--- config.mk ---
export PLATFORM = sky130hd
export DESIGN_NAME = key_protected_watchdog_top
export DESIGN_NICKNAME = d
export VERILOG_FILES = /design/src/rtl/kpwdg_pkg.sv /design/src/rtl/key_protected_watchdog_top.sv /design/src/rtl/kpwdg_core.sv
export SDC_FILE = /design/constraint.sdc
export NUM_CORES = 1
export LEC_CHECK = 0
export BUFFER_PORTS_ARGS = -buffer_cell sky130_fd_sc_hd__buf_2
export CAP_MARGIN = 20
export CORE_MARGIN = 3
export CORE_UTILIZATION = 38
export CTS_BUF_LIST = sky130_fd_sc_hd__clkbuf_8 sky130_fd_sc_hd__clkbuf_16
export DETAILED_ROUTE_END_ITERATION = 6
export PLACE_DENSITY = 0.62
export SETUP_SLACK_MARGIN = 0.2
export SKIP_CTS_REPAIR_TIMING = 1
export SYNTH_ARGS = -nofsm -noshare
export SYNTH_HDL_FRONTEND = slang
export SYNTH_SLANG_ARGS = --single-unit
export TNS_END_PERCENT = 20
--- constraint.sdc ---
create_clock -name clk_i -period 2.3 [get_ports clk_i]
set_input_delay 0.345 -clock clk_i [delete_from_list [all_inputs] [get_ports clk_i]]
set_output_delay 0.345 -clock clk_i [all_outputs]
set_load 0.02 [all_outputs]
--- src/rtl/kpwdg_pkg.sv ---
package kpwdg_pkg;

  localparam int unsigned BaseDivide = 4;
  localparam int unsigned CountBits  = 12;
  localparam int unsigned DataBits   = 16;
  localparam int unsigned SelBits    = 2;

  // widest divide is BaseDivide << 3; the stored count stays below it
  localparam int unsigned MaxDivide  = BaseDivide << 3;
  localparam int unsigned PsBits     = (MaxDivide > 1) ? $clog2(MaxDivide) : 1;

  localparam logic [DataBits-1:0]  KeyStart  = 16'hCCCC;
  localparam logic [DataBits-1:0]  KeyFeed   = 16'hAAAA;
  localparam logic [DataBits-1:0]  KeyUnlock = 16'h5555;
  localparam logic [CountBits-1:0] CountOnes = {CountBits{1'b1}};

  typedef enum logic [1:0] {
    OpTick  = 2'd0,
    OpWrite = 2'd1,
    OpRead  = 2'd2,
    OpNone  = 2'd3
  } op_e;

  typedef enum logic [1:0] {
    RegKey    = 2'd0,
    RegPresc  = 2'd1,
    RegReload = 2'd2,
    RegStatus = 2'd3
  } reg_e;

  typedef struct packed {
    logic [DataBits-1:0] read_data;
    logic                expired;
  } result_t;

endpackage

--- src/rtl/key_protected_watchdog_top.sv ---
// Key protected watchdog: key, prescaler, reload and status registers.
// Input stream: one transfer is a watchdog clock tick, a bus write or a
// bus read. s_axis_tuser carries the operation and register select,
// s_axis_tdata the write data.
// Output stream: exactly one transfer per input transfer, in order.
// m_axis_tdata is the read data (zero for ticks, writes and reads of key or
// status), m_axis_tuser[0] is the expiry flag, a watchdog reset request.
// The result is valid in the output register in the cycle after the input
// transfer. Throughput: one item per cycle while the output is not stalled;
// the whole update is a single pass of logic between the watchdog state and the output register.
// Reset: watchdog stopped, registers locked, prescaler 0, reload and count
// all ones, output register empty.
// Stall: while a result waits and m_axis_tready is low, s_axis_tready drops;
// an item is taken in the same cycle the waiting result is transferred.
module key_protected_watchdog_top (
  input  logic        clk_i,
  input  logic        rst_ni,
  input  logic        s_axis_tvalid,
  output logic        s_axis_tready,
  input  logic [15:0] s_axis_tdata,  // write_data[15:0]
  input  logic [3:0]  s_axis_tuser,  // op[1:0], reg_sel[3:2]
  output logic        m_axis_tvalid,
  input  logic        m_axis_tready,
  output logic [15:0] m_axis_tdata,  // read_data[15:0]
  output logic [0:0]  m_axis_tuser   // expired[0]
);

  logic               accept;
  kpwdg_pkg::result_t result;
  kpwdg_pkg::result_t out_q;
  logic               out_valid_q;

  assign s_axis_tready = !out_valid_q || m_axis_tready;
  assign accept        = s_axis_tvalid && s_axis_tready;

  kpwdg_core u_core (
    .clk_i        (clk_i),
    .rst_ni       (rst_ni),
    .accept_i     (accept),
    .op_i         (kpwdg_pkg::op_e'(s_axis_tuser[1:0])),
    .reg_sel_i    (kpwdg_pkg::reg_e'(s_axis_tuser[3:2])),
    .write_data_i (s_axis_tdata),
    .result_o     (result)
  );

  always_ff @(posedge clk_i or negedge rst_ni) begin
    if (!rst_ni) begin
      out_valid_q <= 1'b0;
    end else if (s_axis_tready) begin
      out_valid_q <= s_axis_tvalid;
    end
  end

  always_ff @(posedge clk_i) begin
    if (accept) out_q <= result;
  end

  assign m_axis_tvalid = out_valid_q;
  assign m_axis_tdata  = out_q.read_data;
  assign m_axis_tuser  = out_q.expired;

  a_expire_only_tick: assert property (@(posedge clk_i) disable iff (!rst_ni)
    accept && (s_axis_tuser[1:0] != kpwdg_pkg::OpTick) |=> !m_axis_tuser[0])
    else $error("expiry flagged on a non-tick transfer");

  a_read_zero: assert property (@(posedge clk_i) disable iff (!rst_ni)
    accept && (s_axis_tuser[1:0] != kpwdg_pkg::OpRead) |=> m_axis_tdata == '0)
    else $error("nonzero read data on a non-read transfer");

  a_key_reads_zero: assert property (@(posedge clk_i) disable iff (!rst_ni)
    accept && (s_axis_tuser[3:2] == kpwdg_pkg::RegKey ||
               s_axis_tuser[3:2] == kpwdg_pkg::RegStatus) |=> m_axis_tdata == '0)
    else $error("key or status read returned nonzero");

  a_ready_when_empty: assert property (@(posedge clk_i) disable iff (!rst_ni)
    !m_axis_tvalid |-> s_axis_tready)
    else $error("input stalled with empty output register");

endmodule

--- src/rtl/kpwdg_core.sv ---
module kpwdg_core (
  input  logic                              clk_i,
  input  logic                              rst_ni,
  input  logic                              accept_i,
  input  kpwdg_pkg::op_e                    op_i,
  input  kpwdg_pkg::reg_e                   reg_sel_i,
  input  logic [kpwdg_pkg::DataBits-1:0]    write_data_i,
  output kpwdg_pkg::result_t                result_o
);

  logic                                  running_q, running_d;
  logic                                  unlocked_q, unlocked_d;
  logic [kpwdg_pkg::SelBits-1:0]         presc_sel_q, presc_sel_d;
  logic [kpwdg_pkg::CountBits-1:0]       reload_q, reload_d;
  logic [kpwdg_pkg::PsBits-1:0]          ps_cnt_q, ps_cnt_d;
  logic [kpwdg_pkg::CountBits-1:0]       down_q, down_d;

  logic [kpwdg_pkg::PsBits:0]            ps_inc;
  logic [kpwdg_pkg::PsBits:0]            divide;

  assign ps_inc = {1'b0, ps_cnt_q} + {{kpwdg_pkg::PsBits{1'b0}}, 1'b1};
  assign divide = (kpwdg_pkg::PsBits+1)'(kpwdg_pkg::BaseDivide) << presc_sel_q;

  always_comb begin
    running_d   = running_q;
    unlocked_d  = unlocked_q;
    presc_sel_d = presc_sel_q;
    reload_d    = reload_q;
    ps_cnt_d    = ps_cnt_q;
    down_d      = down_q;
    result_o    = '0;
    case (op_i)
      kpwdg_pkg::OpTick: begin
        if (running_q) begin
          if (ps_inc < divide) begin
            ps_cnt_d = ps_inc[kpwdg_pkg::PsBits-1:0];
          end else begin
            ps_cnt_d = '0;
            // count of one or zero expires and reloads
            if (down_q <= kpwdg_pkg::CountBits'(1)) begin
              down_d           = reload_q;
              result_o.expired = 1'b1;
            end else begin
              down_d = down_q - kpwdg_pkg::CountBits'(1);
            end
          end
        end
      end
      kpwdg_pkg::OpWrite: begin
        case (reg_sel_i)
          kpwdg_pkg::RegKey: begin
            if (write_data_i == kpwdg_pkg::KeyStart) begin
              running_d  = 1'b1;
              down_d     = reload_q;
              ps_cnt_d   = '0;
              unlocked_d = 1'b0;
            end else if (write_data_i == kpwdg_pkg::KeyFeed) begin
              down_d     = reload_q;
              unlocked_d = 1'b0;
            end else if (write_data_i == kpwdg_pkg::KeyUnlock) begin
              unlocked_d = 1'b1;
            end else begin
              unlocked_d = 1'b0;
            end
          end
          kpwdg_pkg::RegPresc: begin
            if (unlocked_q) presc_sel_d = write_data_i[kpwdg_pkg::SelBits-1:0];
          end
          kpwdg_pkg::RegReload: begin
            if (unlocked_q) reload_d = write_data_i[kpwdg_pkg::CountBits-1:0];
          end
          default: ;
        endcase
      end
      kpwdg_pkg::OpRead: begin
        case (reg_sel_i)
          kpwdg_pkg::RegPresc:
            result_o.read_data = kpwdg_pkg::DataBits'(presc_sel_q);
          kpwdg_pkg::RegReload:
            result_o.read_data = kpwdg_pkg::DataBits'(reload_q);
          default: ;
        endcase
      end
      default: ;
    endcase
  end

  always_ff @(posedge clk_i or negedge rst_ni) begin
    if (!rst_ni) begin
      running_q   <= 1'b0;
      unlocked_q  <= 1'b0;
      presc_sel_q <= '0;
      reload_q    <= kpwdg_pkg::CountOnes;
      ps_cnt_q    <= '0;
      down_q      <= kpwdg_pkg::CountOnes;
    end else if (accept_i) begin
      running_q   <= running_d;
      unlocked_q  <= unlocked_d;
      presc_sel_q <= presc_sel_d;
      reload_q    <= reload_d;
      ps_cnt_q    <= ps_cnt_d;
      down_q      <= down_d;
    end
  end

endmodule

* After elaboration in Yosys (flattened, before gate mapping)
Cells that the tools add are included.
** Operators by class
- Bitwise logic cells :: 2
- Muxes and demuxes :: 17
- Magnitude comparators :: 2
- Reductions and logical operators :: 13
- Shift operators :: 1
- $add $sub $neg :: 2
- Eq/ne operators :: 12
** Operator list (count)
- two-way mux 12 bit :: 6
- case mux 12 bit (2 select lines) :: 2
- equality test 16 bit, second input constant :: 2
- two-way mux 5 bit :: 4
- equality test 16 x 15 -> 1 bit, second input constant :: 1
- <= comparator 12 x 1 -> 1 bit, second input constant :: 1
- AND reduction 4 bit :: 3
- subtractor 12 x 1 -> 12 bit, second input constant :: 1
- case mux 5 bit (2 select lines) :: 1
- adder 5 x 1 -> 6 bit, second input constant :: 1
- less-than comparator 6 bit :: 1
- AND reduction 6 bit :: 1
- left shift 3 x 2 -> 6 bit, first input constant :: 1
- AND reduction 5 bit :: 1
- equality test 2 x 1 -> 1 bit, second input constant :: 2
- equality test 2 bit, second input constant :: 2
- logical NOT 2 bit :: 2
- two-way mux 1 bit :: 4
- inequality test 2 x 1 -> 1 bit, second input constant :: 2
- inequality test 2 bit, second input constant :: 2
- inequality test 3 x 1 -> 1 bit, second input constant :: 1
- AND reduction 3 bit :: 1
- OR reduction 3 bit :: 1
- NOT 1 bit :: 2
- other kinds (4) :: 4
** Word-level totals
- Output and inout bits :: 19
- Register bits after elaboration :: 51
- Input bits :: 24

* Longest topological paths before layout
Gate-level depths: netlist (run 1).
- Word-level depth :: 5
- Depth in mapped cells :: 10
- Gate-level depth less buffers :: 9

* Cells and area by module
A second synthesis (run 1) with hierarchy kept.
** Second synthesis, totals
- Cells, all modules :: 240
- Area, all modules :: 2701.3 µm²
** By module, submodules not included
- kpwdg_core :: cells an instance 219, times used 1, sequential area each 855.8 µm², area each 2137.0 µm²
- key_protected_watchdog_top :: cells an instance 21, times used 1, sequential area each 535.5 µm², area each 564.3 µm²

* Least setup slack after synthesis (run 1)
No wires, ideal clock.
- Kind :: reg2reg
- Start point :: reg out_valid_q (netlist: m_axis_tvalid)
- End point :: reg u_core.reload_q[2] in the netlist's numbering
- Arrival :: 2075 ps
- Stages on the path, launching flop included :: 7
- Path buffers :: 1
- Clock period less this slack :: 2158 ps
- Setup time :: 82 ps
- Slack :: 142 ps
- Path through :: dfrtp_1 > nand2b_1 > and2_1 > nand3_1 > nor2_1 > buf_2 > mux2_2
** Between the ends
- Cells in the longest elaborated chain, start to end :: 4
** RTL lines
- start: declaration :: RTL line key_protected_watchdog_top.sv:31 : logic out_valid_q;
- start signal: assignment :: RTL line key_protected_watchdog_top.sv:50 : out_valid_q <= s_axis_tvalid;
- logical NOT 1 bit :: RTL line key_protected_watchdog_top.sv:33 : assign s_axis_tready = !out_valid_q || m_axis_tready;
- logical OR 1 bit :: RTL line key_protected_watchdog_top.sv:33
- via s_axis_tready :: RTL line key_protected_watchdog_top.sv:19 : output logic s_axis_tready,
- logical AND 1 bit :: RTL line key_protected_watchdog_top.sv:34 : assign accept = s_axis_tvalid && s_axis_tready;
- via accept :: RTL line key_protected_watchdog_top.sv:28 : logic accept;
- AND reduction 4 bit (no line)
- end signal: assignment :: RTL line kpwdg_core.sv:93 : reload_q <= kpwdg_pkg::CountOnes;
- end signal: assignment :: RTL line kpwdg_core.sv:100 : reload_q <= reload_d;
- end: declaration :: RTL line kpwdg_core.sv:14 : logic [kpwdg_pkg::CountBits-1:0] reload_q, reload_d;
The timed path passes the listed nets, and every way through them passes these cells.
A chain may end at the register's enable or synchronous reset.

* Worst setup path after layout (run 1)
- Start point :: reg u_core.ps_cnt_q[0] in the netlist's numbering
- End point :: reg u_core.down_q[1] in the netlist's numbering
** Between the ends
- Cells in the longest elaborated chain, start to end :: 4
** RTL lines
- start: declaration :: RTL line kpwdg_core.sv:15 : logic [kpwdg_pkg::PsBits-1:0] ps_cnt_q, ps_cnt_d;
- start signal: assignment :: RTL line kpwdg_core.sv:101 : ps_cnt_q <= ps_cnt_d;
- adder 5 x 1 -> 6 bit :: RTL line kpwdg_core.sv:21 : assign ps_inc = {1'b0, ps_cnt_q} + {{kpwdg_pkg::PsBits{1'b0}}, 1'b1};
- less-than comparator 6 bit :: RTL line kpwdg_core.sv:35 : if (ps_inc < divide) begin
- inequality test 2 bit (no line)
- AND reduction 6 bit (no line)
- end signal: assignment :: RTL line kpwdg_core.sv:95 : down_q <= kpwdg_pkg::CountOnes;
- end signal: assignment :: RTL line kpwdg_core.sv:102 : down_q <= down_d;
- end: declaration :: RTL line kpwdg_core.sv:16 : logic [kpwdg_pkg::CountBits-1:0] down_q, down_d;
Every way passes these cells.

==> impl_results.md, run 1 <==
- CTS sink cnt: 47
- Rows: 30
- Vias in the first global route: 2,182
- Via density: 5.42
- GRT Total Usage: 16.0%
- Worst EP required: 2.54 ns
- Final hold viol count: 0
- Final setup vio count: 0
- YS warnings: 0
- Initial Util: 39.5%
- FMAX: 0.481 GHz
- Clk buf depth: 2
- Crit-path slowest cell: dfrtp_1
- Post-synthesis sequential area ratio: 47.1%
- Buf/Inv on CP: 1
- Post-synth EDFFs: 13
- Mean post-synth cell area: 11.0 um^2
- Drt wl/cell: 16.6 um
- Slew Limit Fails: 0
- Initial antenna violation count: 0
- CP cell instances: ha_4 -> nand3_2 -> xnor2_2 -> ha_1 -> nand2_1 -> a21oi_2 -> o21ai_2 -> a21oi_2 -> buf_6 -> mux2i_1
- HPWL Detailed: 4.64 mm
- Io pins: 43
- Status: complete, no violations
- Synth cell types: 54
- Clock-pin slew on the worst setup and hold paths: 0.09 ns
- P per Cell Area: 496 nW/um^2
- Crit-path most repeated cell: a21oi_2
- Number of buffers added on ports: 38
- First-pass GRT wire length: 10.6 mm
- Critical Path Max Stage Delay: 0.43 ns
- Cell Area, Synth: 2700 um^2
- Fillcell total: 665
- Dpl cells: 379
- Die Area: 8150 um^2
- Final worst-path cycle share: 90.4%
- Worst slew pin tran: 0.760 ns
- Gr ovfl total: 0
- Critical path's top delay family: compound AO/OA/AOI/OAI gates
- Leakage: 1.36 nW
- GP Congestion: 0.846
- Setup TNS: 0 ns
- CP Class: reg2reg
- Layout cell share with drive strength beyond 1: 40.7%
- Final Hold Slack: 0.0972 ns
- # nets final: 330
- Arr. time, crit path: 2.32 ns
- Core box area: 6830 um^2
- Clock root buffer: clkbuf_8
- Max_cap viols: 0
- CP Capture Type: flip-flop
- Worst Hold Class: in2async
- Layout Area Growth over Synthesis: 21.5%
- Cells after Synth: 245
- Iter 0 DRT Violations: 154
- Ys async rst share: 72.3%
- Final wirelength: 6.52 mm
- Max H-tree Level: 2
- TritonRoute pass-1 iters: 4
- Via count: 2,130
- Die Height: 90.3 um
- Peak VDD IR: 0.201 mV
- DRT antenna net count: 0
- Unrepaired setup endpoints after global routing: true
- Worst rel slew slack: 49.4%
- Die width: 90.3 um
- CTS Buf Count: 5
- Seq cells post-synth: 47
- Main flop type after synthesis: dfstp_2
- Final core occ: 48.0%
- TritonCTS clock tree: yes
- DRC Markers: 0
- Largest net degree at the start of global routing: 35
- Worst-path fanout max: 6
- Crit start category: flip-flop
- Clock Skew: 0.0103 ns
- Antenna Cells: 0
- Worst skew pair latency: 0.31 ns
- Fin cells: 393
- Minimum clock period: 2.08 ns
[cell type report]
type	instances	area, um^2	share of cell area (%)
multi-input cells	181	1430	43.7
flip-flops and latches	47	1270	38.8
repair buffers	54	318	9.68
well taps	96	120	3.66
clock buffers	5	68.8	2.10
clock inverters	3	43.8	1.33
inverters	7	26.3	0.801
[power breakdown]
part,internal (mW),switching (mW)
logic,0.0473,0.0925
clock network,0.324,0.293
registers,0.871,0.00259
total,1.24,0.388
[flip-flops by register name, summed over array words and instances, names as in the netlist]
| name | count |
|---|---|
| m_axis_tdata | 12 |
| u_core.ps_cnt_q | 5 |
| u_core.reload_q | 12 |
| u_core.down_q | 12 |
| m_axis_tuser | 1 |
| u_core.running_q | 1 |
| m_axis_tvalid | 1 |
| u_core.unlocked_q | 1 |
| u_core.presc_sel_q | 2 |
[logic make-up (layout without fill, tap and decap cells)]
kind of cell    Yosys count  in the layout  synth area share, %
mux                      18             18                 7.37
simple gates             90             90                 20.6
compound gates           56             56                 15.3
fa+ha+maj                10             10                 4.63
flops                    47             47                 47.1
xor+xnor                  3              3                0.973
buf+inv                  20             69                 3.85
other cells               1              4                0.139
[stage by stage]
step                cell area (um^2)  power (mW)  setup slack [ns]
CTS                             3130        1.64            0.0630
global placement                3020        1.03             0.140
detailed placement              3020        1.03            0.0670
global route                    3280        1.68            0.0895
floorplan                       2710       0.965             0.213
finish                          3280        1.63             0.221
[layer usage]
metal / vias up / global-route usage (%) / routed length [um]
met2: 68 / 25.9 / 3130
met5: - / 0 / 0
li1: 1022 / - / -
met4: 0 / 5.48 / 70
met3: 6 / 2.92 / 407
met1: 1034 / 21.7 / 2910
[cell usage after synthesis (3+ instances only)]
library cell / count / share of area (%)
dfstp_2: 24 / 23
and2_1: 14 / 3.2
edfxtp_1: 13 / 14
nor2_1: 12 / 1.7
mux2_2: 11 / 4.6
nor3_1: 11 / 2.0
a2bb2oi_1: 10 / 3.2
dfrtp_1: 10 / 9.3
ha_1: 10 / 4.6
nand2_1: 10 / 1.4
a21oi_1: 9 / 1.7
inv_1: 7 / 0.97
nand3_1: 7 / 1.3
o21ai_0: 7 / 1.3
a211oi_1: 6 / 1.7
nand2b_1: 6 / 1.4
nand4bb_1: 6 / 2.5
a22o_1: 5 / 1.6
buf_2: 5 / 0.93
nand4_1: 5 / 1.2
buf_4: 4 / 1.1
mux2_1: 4 / 1.7
o31ai_1: 4 / 1.1
clkbuf_1: 3 / 0.42
mux2i_1: 3 / 1.1
nand3b_1: 3 / 0.83
[cells in the final DEF (no fill, tap or decap), drive strengths merged, types with 2 or more instances in the layout]
cell type / count
a211o: 2
a211oi: 6
a21oi: 9
a22o: 5
a22oi: 2
a2bb2oi: 10
and2: 14
buf: 54
clkbuf: 5
clkinv: 2
conb: 4
dfrtp: 10
dfstp: 24
edfxtp: 13
ha: 10
inv: 7
mux2: 15
mux2i: 3
nand2: 10
nand2b: 6
nand3: 7
nand3b: 3
nand4: 5
nand4bb: 6
nor2: 12
nor2b: 2
nor3: 11
nor3b: 2
nor4: 4
nor4bb: 2
o21ai: 9
o31ai: 4
or4: 2
xnor2: 2
[path summary, 6_finish.rpt]
kind / from / to / slack (ns) / depth (start not counted)
worst min-delay path: rst_ni / u_core.ps_cnt_q[3]$_DFFE_PN0P_ / 0.1 / 1
min in group clk_i: s_axis_tvalid / m_axis_tvalid$_DFFE_PN0N_ / 0.26 / 2
worst min register to register: u_core.running_q$_DFFE_PN0P_ / u_core.running_q$_DFFE_PN0P_ / 0.49 / 1
worst max register to register: u_core.ps_cnt_q[0]$_DFFE_PN0P_ / u_core.down_q[1]$_DFFE_PN1P_ / 0.22 / 10
max in group asynchronous: rst_ni / u_core.ps_cnt_q[2]$_DFFE_PN0P_ / 1.68 / 1
worst max-delay path: u_core.ps_cnt_q[0]$_DFFE_PN0P_ / u_core.down_q[1]$_DFFE_PN1P_ / 0.22 / 10
No activity file was read; power rests on OpenSTA's default activity.
==> inputs of run 2 (changes only) <==
--- a/config.mk
+++ b/config.mk
@@ -11,8 +11,8 @@
 export CORE_UTILIZATION = 38
 export CTS_BUF_LIST = sky130_fd_sc_hd__clkbuf_8 sky130_fd_sc_hd__clkbuf_16
 export DETAILED_ROUTE_END_ITERATION = 6
-export PLACE_DENSITY = 0.62
-export SETUP_SLACK_MARGIN = 0.2
+export PLACE_DENSITY_LB_ADDON = 0.2
+export SETUP_SLACK_MARGIN = 0.05
 export SKIP_CTS_REPAIR_TIMING = 1
 export SYNTH_ARGS = -nofsm -noshare
 export SYNTH_HDL_FRONTEND = slang
==> impl_results.md, run 2 (synthesis results as in run 1) <==
- Total power: 1.52 mW
- # nets final: 329
- Die Height: 90.3 um
- Rows: 30
- GRT Total Usage: 15.6%
- Final wirelength: 6.36 mm
- Number of buffers added on ports: 38
- Clk buf depth: 2
- Clock Skew: 0.00455 ns
- Status: complete, no violations
- Unrepaired setup endpoints after global routing: true
- Sequential share of power: 57.5%
- Gr ovfl total: 0
- Setup TNS: 0 ns
- Slew Limit Fails: 0
- Crit-path slowest cell: dfrtp_1
- Fin cells: 392
- M1 GR Usage: 22.7%
- DRT antenna net count: 0
- Commonest non-fill, non-tap cell in the layout: buf_2
- DRC Markers: 0
- Initial antenna violation count: 0
- TritonRoute pass-1 iters: 4
- Die Area: 8150 um^2
- Iter 0 DRT Violations: 125
- FMAX: 0.461 GHz
- Antenna Cells: 0
- Initial Util: 39.5%
- Leakage: 1.34 nW
- Clk network pwr share: 33.2%
- Core box area: 6830 um^2
- Minimum clock period: 2.17 ns
- Drt wl/cell: 16.2 um
- FF-to-FF path depth: 10
- HPWL Detailed: 4.62 mm
- Final worst-path cycle share: 94.3%
- Worst Hold Class: in2async
- Clock-pin slew on the worst setup and hold paths: 0.09 ns
- CP cell instances: ha_4 -> nand3_2 -> xnor2_2 -> ha_1 -> nand2_1 -> a21oi_2 -> o21ai_2 -> buf_6 -> a211o_1 -> a22o_1
- Max H-tree Level: 2
- GP Congestion: 0.805
- Final core occ: 46.9%
- TritonCTS clock tree: yes
- Sw frac: 25.5%
- Logic pwr share: 9.2%
- CP Capture Type: flip-flop
- Fillcell total: 658
- Critical Path Max Stage Delay: 0.45 ns
- CP Class: reg2reg
- Worst EP required: 2.53 ns
- Cell internal pwr: 1.13 mW
- Final hold viol count: 0
- Layout cell share with drive strength beyond 1: 37.8%
- Io pins: 43
- CTS sink cnt: 47
- Arr. time, crit path: 2.40 ns
- Sequential cell area: 1270 um^2
- Dpl cells: 379
- First-pass GRT wire length: 10.3 mm
- Peak VDD IR: 0.221 mV
- Layout Area Growth over Synthesis: 18.8%
- Met3 usage: 3.33%
- Via density: 5.35
- Final setup vio count: 0
- Met2 Use GR: 23.6%
- Worst slew pin tran: 0.784 ns
- Vias in the first global route: 1,978
- Max_cap viols: 0
- Total net switching power: 386 uW
- CTS Buf Count: 5
- Clock root buffer: clkbuf_8
- Worst rel slew slack: 47.7%
- Die width: 90.3 um
- P per Cell Area: 473 nW/um^2
- Most Used Layer, Global Route: met2
- Largest net degree at the start of global routing: 35
- Final Hold Slack: 0.119 ns
- Footprint of the multi-input gates: 1400 um^2
- Via count: 2,099
- Crit start category: flip-flop
- Most frequent cells in the layout: buf_2 (39), dfstp_2 (24), and2_1 (14)
- Worst skew pair latency: 0.30 ns
- Worst-path fanout max: 6
## run 2: through the flow
stage / cell area [um^2] / worst slack, ns
finish: 3210 / 0.132
global placement: 3020 / 0.114
detailed placement: 3020 / 0.0577
CTS: 3110 / 0.0341
floorplan: 2710 / 0.142
global route: 3210 / 0.0112
## run 2: path summary, 6_finish.rpt
| check | slack [ns] | to | start |
|---|---|---|---|
| max in group asynchronous | 1.68 | u_core.presc_sel_q[0]$_DFFE_PN0P_ | rst_ni |
| min in group clk_i | 0.26 | m_axis_tvalid$_DFFE_PN0N_ | s_axis_tvalid |
| max reg2reg | 0.13 | u_core.down_q[10]$_DFFE_PN1P_ | u_core.ps_cnt_q[1]$_DFFE_PN0P_ |
| min reg2reg | 0.51 | u_core.unlocked_q$_DFFE_PN0P_ | u_core.unlocked_q$_DFFE_PN0P_ |
| min | 0.12 | u_core.ps_cnt_q[3]$_DFFE_PN0P_ | rst_ni |
| max | 0.13 | u_core.down_q[10]$_DFFE_PN1P_ | u_core.ps_cnt_q[1]$_DFFE_PN0P_ |
## run 2: worst max-delay path: cells and delay by family (launching register included)
family	cells	cell delay, ns
buffers and inverters	1	0.16
and+or+nand+nor	2	0.16
DFF	1	0.45
AOI/OAI and AO/OA	4	0.69
adders and majority gates	2	0.47
xor gates and xnor gates	1	0.16
## run 2: power by group through the flow
stage	Clock, mW	Sequential, mW	Combinational [mW]
2_1_floorplan	0	0.904	0.0605
3_3_place_gp	0	0.888	0.142
3_5_place_dp	0	0.888	0.141
4_1_cts	0.523	0.873	0.141
5_1_grt	0.564	0.874	0.155
6_report	0.504	0.873	0.140
## run 2: routing by layer
layer	part of all wire [%]	vias up
li1	-	1025
met1	50	1013
met2	45	57
met3	4.7	4
met4	0.66	0
met5	0	-
## run 2: cell type report
type / instances / share of cell area [%]
Clock inverter: 3 / 0.624
Inverter: 7 / 0.819
Timing Repair Buffer: 53 / 9.48
Multi-Input combinational cell: 181 / 43.5
Sequential cell: 47 / 39.6
Clock buffer: 5 / 2.15
Tap cell: 96 / 3.75
